`src/rtl/greedy_word_wrap_line_breaker_unit_macros.svh`:
```
// ----------------------------------------------------------------------------
// Assertion macros for the greedy word-wrap line breaker
// Immediate-consequence and next-cycle property forms with a common reset.
// ----------------------------------------------------------------------------
`ifndef GREEDY_WORD_WRAP_LINE_BREAKER_UNIT_MACROS_SVH
`define GREEDY_WORD_WRAP_LINE_BREAKER_UNIT_MACROS_SVH

// The consequent must hold in the same cycle as the antecedent.
`define GWWL_ASSERT_SAME(lbl, clk, rst_n, ante, cons, msg) \
  lbl: assert property (@(posedge clk) disable iff (!rst_n) (ante) |-> (cons)) \
    else $error(msg);

// The consequent must hold in the cycle after the antecedent.
`define GWWL_ASSERT_NEXT(lbl, clk, rst_n, ante, cons, msg) \
  lbl: assert property (@(posedge clk) disable iff (!rst_n) (ante) |=> (cons)) \
    else $error(msg);

`endif

```
`src/rtl/gwwl_pkg.sv`:
```
// ----------------------------------------------------------------------------
// gwwl_pkg
// Shared types and constants of the greedy word-wrap line breaker.
// ----------------------------------------------------------------------------
`timescale 1ns / 1ps
`default_nettype none

package gwwl_pkg;

  // Input operations.
  localparam logic [1:0] OP_APPEND    = 2'd0;
  localparam logic [1:0] OP_NEXT_LINE = 2'd1;
  localparam logic [1:0] OP_CLEAR     = 2'd2;

  // Configuration register indexes.
  localparam logic [1:0] CFG_WRAP_ENABLE = 2'd0;
  localparam logic [1:0] CFG_BOX_WIDTH   = 2'd1;
  localparam logic [1:0] CFG_ALIGN_MODE  = 2'd2;

  // Alignment modes.
  localparam logic [1:0] ALIGN_RIGHT  = 2'd1;
  localparam logic [1:0] ALIGN_CENTRE = 2'd2;

  // Field widths fixed by the interface.
  localparam int CP_W     = 21;
  localparam int GLYPH_W  = 12;
  localparam int START_W  = 10;
  localparam int COUNT_W  = 11;
  localparam int LWIDTH_W = 22;
  localparam int OFFSET_W = 23;

  localparam int WIDTH_MAX = 4194303;

  // Code points with special handling.
  localparam logic [CP_W-1:0] CP_NEWLINE  = 21'h0000A;
  localparam logic [CP_W-1:0] CP_SPACE    = 21'h00020;
  localparam logic [CP_W-1:0] CP_DELETE   = 21'h0007F;
  localparam logic [CP_W-1:0] CP_C1_FIRST = 21'h00080;
  localparam logic [CP_W-1:0] CP_C1_LAST  = 21'h0009F;

  localparam int NUM_BLANKS = 17;
  localparam logic [CP_W-1:0] BLANK_TABLE [NUM_BLANKS] = '{
    21'h00020, 21'h01680, 21'h0180E, 21'h02000, 21'h02001, 21'h02002,
    21'h02003, 21'h02004, 21'h02005, 21'h02006, 21'h02007, 21'h02008,
    21'h02009, 21'h0200A, 21'h0200B, 21'h0205F, 21'h03000
  };

  // Classification of an incoming code point.
  typedef struct packed {
    logic drop;
    logic nl;
    logic ws;
  } glyph_class_t;

  // One stored glyph.
  typedef struct packed {
    logic                      nl;
    logic                      ws;
    logic [GLYPH_W-1:0]        adv;
    logic signed [GLYPH_W-1:0] bear;
    logic [GLYPH_W-1:0]        gw;
  } glyph_t;

endpackage

`default_nettype wire

```
`src/rtl/gwwl_classify.sv`:
```
// ----------------------------------------------------------------------------
// gwwl_classify
// Flags control characters, newlines and blank code points.
// ----------------------------------------------------------------------------
`timescale 1ns / 1ps
`default_nettype none

module gwwl_classify
  import gwwl_pkg::*;
(
  input  logic [CP_W-1:0] code_point_i,
  output glyph_class_t    class_o
);

  logic blank;

  always_comb begin
    blank = 1'b0;
    for (int i = 0; i < NUM_BLANKS; i++) begin
      if (code_point_i == BLANK_TABLE[i]) begin
        blank = 1'b1;
      end
    end
  end

  // C0 controls other than newline, delete and the C1 block are dropped.
  assign class_o.drop = (code_point_i < CP_NEWLINE) ||
                        ((code_point_i > CP_NEWLINE) && (code_point_i < CP_SPACE)) ||
                        (code_point_i == CP_DELETE) ||
                        ((code_point_i >= CP_C1_FIRST) && (code_point_i <= CP_C1_LAST));
  assign class_o.nl   = (code_point_i == CP_NEWLINE);
  assign class_o.ws   = blank;

endmodule

`default_nettype wire

```
`config.mk`:
```
export PLATFORM = sky130hd
export DESIGN_NAME = gwwl_classify
export DESIGN_NICKNAME = d
export VERILOG_FILES = /design/src/rtl/greedy_word_wrap_line_breaker_unit_macros.svh /design/src/rtl/gwwl_pkg.sv /design/src/rtl/gwwl_classify.sv
export SDC_FILE = /design/constraint.sdc
export NUM_CORES = 1
export LEC_CHECK = 0
export BUFFER_PORTS_ARGS = -buffer_cell sky130_fd_sc_hd__buf_2
export CORE_AREA = 2 2 39 41
export DETAILED_ROUTE_END_ITERATION = 6
export DIE_AREA = 0 0 41 43
export PLACE_DENSITY = 0.58
export SYNTH_ARGS = -nofsm -noshare
export SYNTH_HDL_FRONTEND = slang
export SYNTH_SLANG_ARGS = --single-unit
```
`constraint.sdc`:
```
create_clock -name vclk -period 2.5
set_input_delay 0.625 -clock vclk [all_inputs]
set_output_delay 0.625 -clock vclk [all_outputs]
set_load 0.005 [all_outputs]
```
==> results of run 1 <==
## cell usage in the layout, fill, tap and decap left out
cell type	count
a22oi_1	1
nor3_4	1
nor2_1	7
nor3_1	1
or4b_4	1
nand2_1	1
a21o_2	1
nand3_1	1
o21ai_0	1
buf_6	2
or4_4	2
a211oi_2	1
o211ai_1	1
nor4_1	1
nor4_4	2
nor4_2	1
nor2b_1	1
or4b_1	1
buf_2	22
or3_4	1
nand4b_1	3
nand3b_1	1
nand2b_1	2
nand4_1	4
## routing by layer
| layer | GRT usage, % | up-vias | wire, um |
|---|---|---|---|
| met5 | 0 | - | 0 |
| li1 | - | 200 | - |
| met1 | 14.9 | 173 | 419 |
| met3 | 0 | 0 | 72 |
| met4 | 0 | 0 | 0 |
| met2 | 14.1 | 18 | 472 |
## Yosys cell counts
master,number
nand2_1,1
nor4_1,2
or3_1,1
nand3_1,1
a21o_2,1
nor3_2,1
a211oi_1,1
nand2b_1,2
nor2_1,7
nand3b_1,1
or4_4,1
nor4_2,2
o21ai_0,1
o211ai_1,1
buf_4,1
nor2b_1,1
or4b_1,2
a22oi_1,1
nand4b_1,3
nor3_1,1
or4_1,1
nand4_1,4
## where the power goes
| part | switching [mW] | total [mW] | leakage (nW) | internal, mW |
|---|---|---|---|---|
| logic | 0.0245 | 0.0477 | 0.171 | 0.0232 |
| registers | 0 | 0 | 0 | 0 |
| clock network | 0 | 0 | 0 | 0 |
| total | 0.0245 | 0.0477 | 0.171 | 0.0232 |
## kinds of logic (layout without fill, tap and decap cells)
logic type / Yosys count / in the layout
compound gates: 5 / 5
buf+inv: 1 / 24
simple gates: 31 / 31
## worst paths after layout
kind / startpoint / to / depth (start not counted)
max: code_point_i[11] / class_o[0] / 6
min: code_point_i[3] / class_o[1] / 4
## area by class of cell
class              instances  area [um2]  share of cell area (%)
repair buffers            24         133                    29.7
multi-input cells         36         294                    65.8
well taps                 16        20.0                    4.48
## through the flow
stage,worst slack (ns),setup TNS (ns),util [%]
after floorplan,0.213,0,-
after global placement,0.00694,0,27.9
after detailed placement,0.0173,0,27.9
after CTS,0.0159,0,27.9
after global routing,-0.0450,-0.0504,32.3
final,0.0122,0,32.3
## timing repair
item / CTS / global route
endpoints found under the setup margin: 0 / 3
hold buffers: 0 / 0
gates resized for setup: 0 / 11
## tightest hold or removal path: stages
cell and delay [ns]:
buf_6 0.10, nand4_1 0.09, nor2_1 0.05, buf_2 0.12
==> flow_summary.json, run 1 <==
{
  "fin_crit_sh_pct": 99.5,
  "ir_worst_vdd_mv": 0.0362,
  "pin_count": 24,
  "drt_iter0_drc": 5,
  "worstSetupStartpointType": "primary input",
  "n_antenna_cell": 0,
  "critPathBufInv": 2,
  "drc_errors": 0,
  "max_freq_mhz": 402,
  "crit_top_cell": "buf_2",
  "die_h_um": 43,
  "hold_viol": 0,
  "hold_slack_ns": 1.61,
  "fp.dieW_um": 41,
  "finalNonFillerCells": 76,
  "setup_viol": 0,
  "worstPathCellList": "buf_2 -> or4b_4 -> a211oi_2 -> o211ai_1 -> nand4_1 -> buf_2",
  "maxCapViolations": 0,
  "worstPathArrival_ns": 1.86,
  "grt_remaining_overflow": 0,
  "ys_seq_area_share_pct": 0,
  "fillers": 156,
  "io_buffers": 24,
  "required_ns": 1.88,
  "p_total_uw": 47.7,
  "crit_path_end_kind": "primary output",
  "wl_per_cell_um": 12.7,
  "final_max_slew_viol_count": 0,
  "seq_area_um2": 0,
  "dr.pass1.iters": 4,
  "status": "completed",
  "synth_top_area_share_pct": 10.3,
  "synth_area_leader_cell": "nor2_1",
  "viasPerCell": 5.14,
  "finalCriticalPeriod_ns": 2.49,
  "worst_pin_slew_ns": 0.373,
  "grt_antenna_before_repair": 0,
  "cts_setup_buffers": 0,
  "yosysUniqueCellTypes": 22,
  "leakagePower_nw": 0.171,
  "areaGrowthSynthToFinish_pct": 75.9,
  "cpMaxStageDelayCell": "or4b_4",
  "crit_path_max_fanout": 4,
  "place_congestion": 0.887,
  "layout-drive-gt1-share_pct": 56.7,
  "path_delay_family": "simple AND/OR/NAND/NOR gates",
  "nClkBuffers": 0,
  "p_per_area_mw_per_mm2": 107,
  "finalWirelength_um": 964,
  "rsz0062_at_grt": "yes",
  "nFlopsAndLatches": 0,
  "placed_area_um2": 387,
  "grt_usage_pct": 9.19,
  "grt_max_degree": 7,
  "synth_compound_area_share_pct": 14.3,
  "design_area_um2": 447,
  "avgSynthCellArea_um2": 6.86,
  "critPathKind": "in -> out",
  "ant_nets": 0,
  "hp-class": "in -> out",
  "start_util_pct": 18.4,
  "synth-simple-area-share_pct": 82.8,
  "dp_hpwl_um": 735,
  "grt_pass1_vias": 309,
  "relSlewSlack_pct": 74.9,
  "grt_pass1_wl_mm": 1.22,
  "synth_nets": 58,
  "fin_nets": 83,
  "slowest_delay_ns": 0.54,
  "syn_inst": 37,
  "via_count": 391,
  "yosys_warnings": 0,
  "synth_top_family_by_area": "simple AND/OR/NAND/NOR gates",
  "synth_mux_area_share_pct": 0,
  "synthXorXnorAreaFrac_pct": 0,
  "fp.dieArea_mm2": 0.00176,
  "core_mm2": 0.00138,
  "synth_area_um2": 254,
  "placed_cells": 76,
  "rows": 14,
  "ys_top_cells_by_area": "nor2_1 10%, nand4b_1 10%, nand4_1 9.9%",
  "synthAdderAreaFrac_pct": 0
}
Power figures use the tool's default switching activity.
==> inputs of run 2 (changes only) <==
==> constraint.sdc (replaced) <==
create_clock -name vclk -period 2.5
set_input_delay 0.25 -clock vclk [all_inputs]
set_output_delay 0.25 -clock vclk [all_outputs]
set_load 0.005 [all_outputs]
==> run 2 against run 1 <==
Against the previous run:
- global-route usage grew 0.10 points
- first-iteration DRC count grew 80%
- combinational power shrank 20%
- routed wire length shrank 17%
==> flow_summary.json, run 2 (synthesis results as in run 1) <==
{
  "seq_area_um2": 0,
  "setup_viol": 0,
  "dp_hpwl_um": 741,
  "grt_antenna_before_repair": 0,
  "rsz0062_at_grt": "no",
  "max_freq_mhz": 579,
  "layout-drive-gt1-share_pct": 48.3,
  "nFlopsAndLatches": 0,
  "grt_remaining_overflow": 0,
  "finalCriticalPeriod_ns": 1.73,
  "hold_viol": 0,
  "dr.pass1.iters": 4,
  "fp.dieW_um": 41,
  "leakagePower_nw": 0.152,
  "fp.dieArea_mm2": 0.00176,
  "pin_count": 24,
  "rows": 14,
  "hp-class": "in -> out",
  "required_ns": 2.25,
  "drt_iter0_drc": 9,
  "drc_errors": 0,
  "ir_worst_vdd_mv": 0.0332,
  "crit_path_start": "code_point_i[3]",
  "viasPerCell": 4.97,
  "cts_setup_buffers": 0,
  "crit_path_max_fanout": 4,
  "finalWirelength_um": 802,
  "via_count": 378,
  "grt_pass1_vias": 322,
  "final_max_slew_viol_count": 0,
  "status": "completed",
  "grt_usage_pct": 9.29,
  "core_mm2": 0.00138,
  "grt_pass1_wl_mm": 1.25,
  "layout_common_cells": "24 x buf_2, 7 x nor2_1, 4 x nand4_1",
  "grt_max_degree": 7,
  "fin_nets": 83,
  "die_h_um": 43,
  "fin_crit_sh_pct": 69.1,
  "cts.repair.resized": 0,
  "crit_path_end_kind": "primary output",
  "relSlewSlack_pct": 73.8,
  "worstPathArrival_ns": 1.48,
  "maxCapViolations": 0,
  "final_common_cell": "buf_2",
  "areaGrowthSynthToFinish_pct": 52.2,
  "hold_buffers": 0,
  "cp-endpoint": "class_o[0]",
  "setup_ws_ns": 0.772,
  "place_worst_setup_slack_ns": 0.764,
  "p_per_area_mw_per_mm2": 99.0,
  "ant_nets": 0,
  "worst_pin_slew_ns": 0.390,
  "start_util_pct": 18.4,
  "nClkBuffers": 0,
  "n_antenna_cell": 0,
  "worstSetupStartpointType": "primary input",
  "critPathKind": "in -> out",
  "finalSetupTns_ns": 0,
  "wl_per_cell_um": 10.6,
  "place_congestion": 0.887,
  "io_buffers": 24
}
-- run 2: final cells by class --
class	count	area (um2)
fillers	155	997
multi-input cells	36	246
well taps	16	20.0
repair buffers	24	120
-- run 2: critical path, cell delays in order --
cell and delay, ns:
buf_2 0.12, or4_4 0.55, a211oi_1 0.22, o211ai_1 0.11, nand4_1 0.12, buf_2 0.11
-- run 2: how the worst min path moves through the flow --
stage                     from          to  slack [ns]  depth (start not counted)
2_1_floorplan  code_point_i[3]  class_o[1]        0.61                          2
3_3_place_gp   code_point_i[3]  class_o[1]        0.88                          4
3_5_place_dp   code_point_i[3]  class_o[1]        0.88                          4
4_1_cts        code_point_i[3]  class_o[1]        0.88                          4
5_1_grt        code_point_i[3]  class_o[1]        0.92                          4
6_report       code_point_i[3]  class_o[1]        0.89                          4
-- run 2: metal layers --
layer / vias to the layer above / wire length (um) / share of wire [%] / global-route usage [%]
met5: - / 0 / 0 / 0
met4: 0 / 0 / 0 / 0
met3: 0 / 69 / 8.6 / 0.524
met2: 16 / 339 / 42 / 14.4
met1: 162 / 393 / 49 / 14.6
li1: 200 / - / - / -
-- run 2: report_power, final --
group / leakage [nW] / total, mW / internal [mW] / switching, mW
sequential: 0 / 0 / 0 / 0
clock: 0 / 0 / 0 / 0
combinational: 0.152 / 0.0383 / 0.0193 / 0.0190
-- run 2: metrics by stage --
stage	cells	instance area (um2)	hold slack, ns	power [mW]	util [%]
2_1_floorplan	37	254	0.612	0.0121	-
3_5_place_dp	76	387	0.885	0.0382	27.9
4_1_cts	76	387	0.885	0.0383	27.9
6_report	76	387	0.886	0.0383	27.9
5_1_grt	76	387	0.920	0.0422	27.9
3_3_place_gp	76	387	0.880	0.0374	27.9
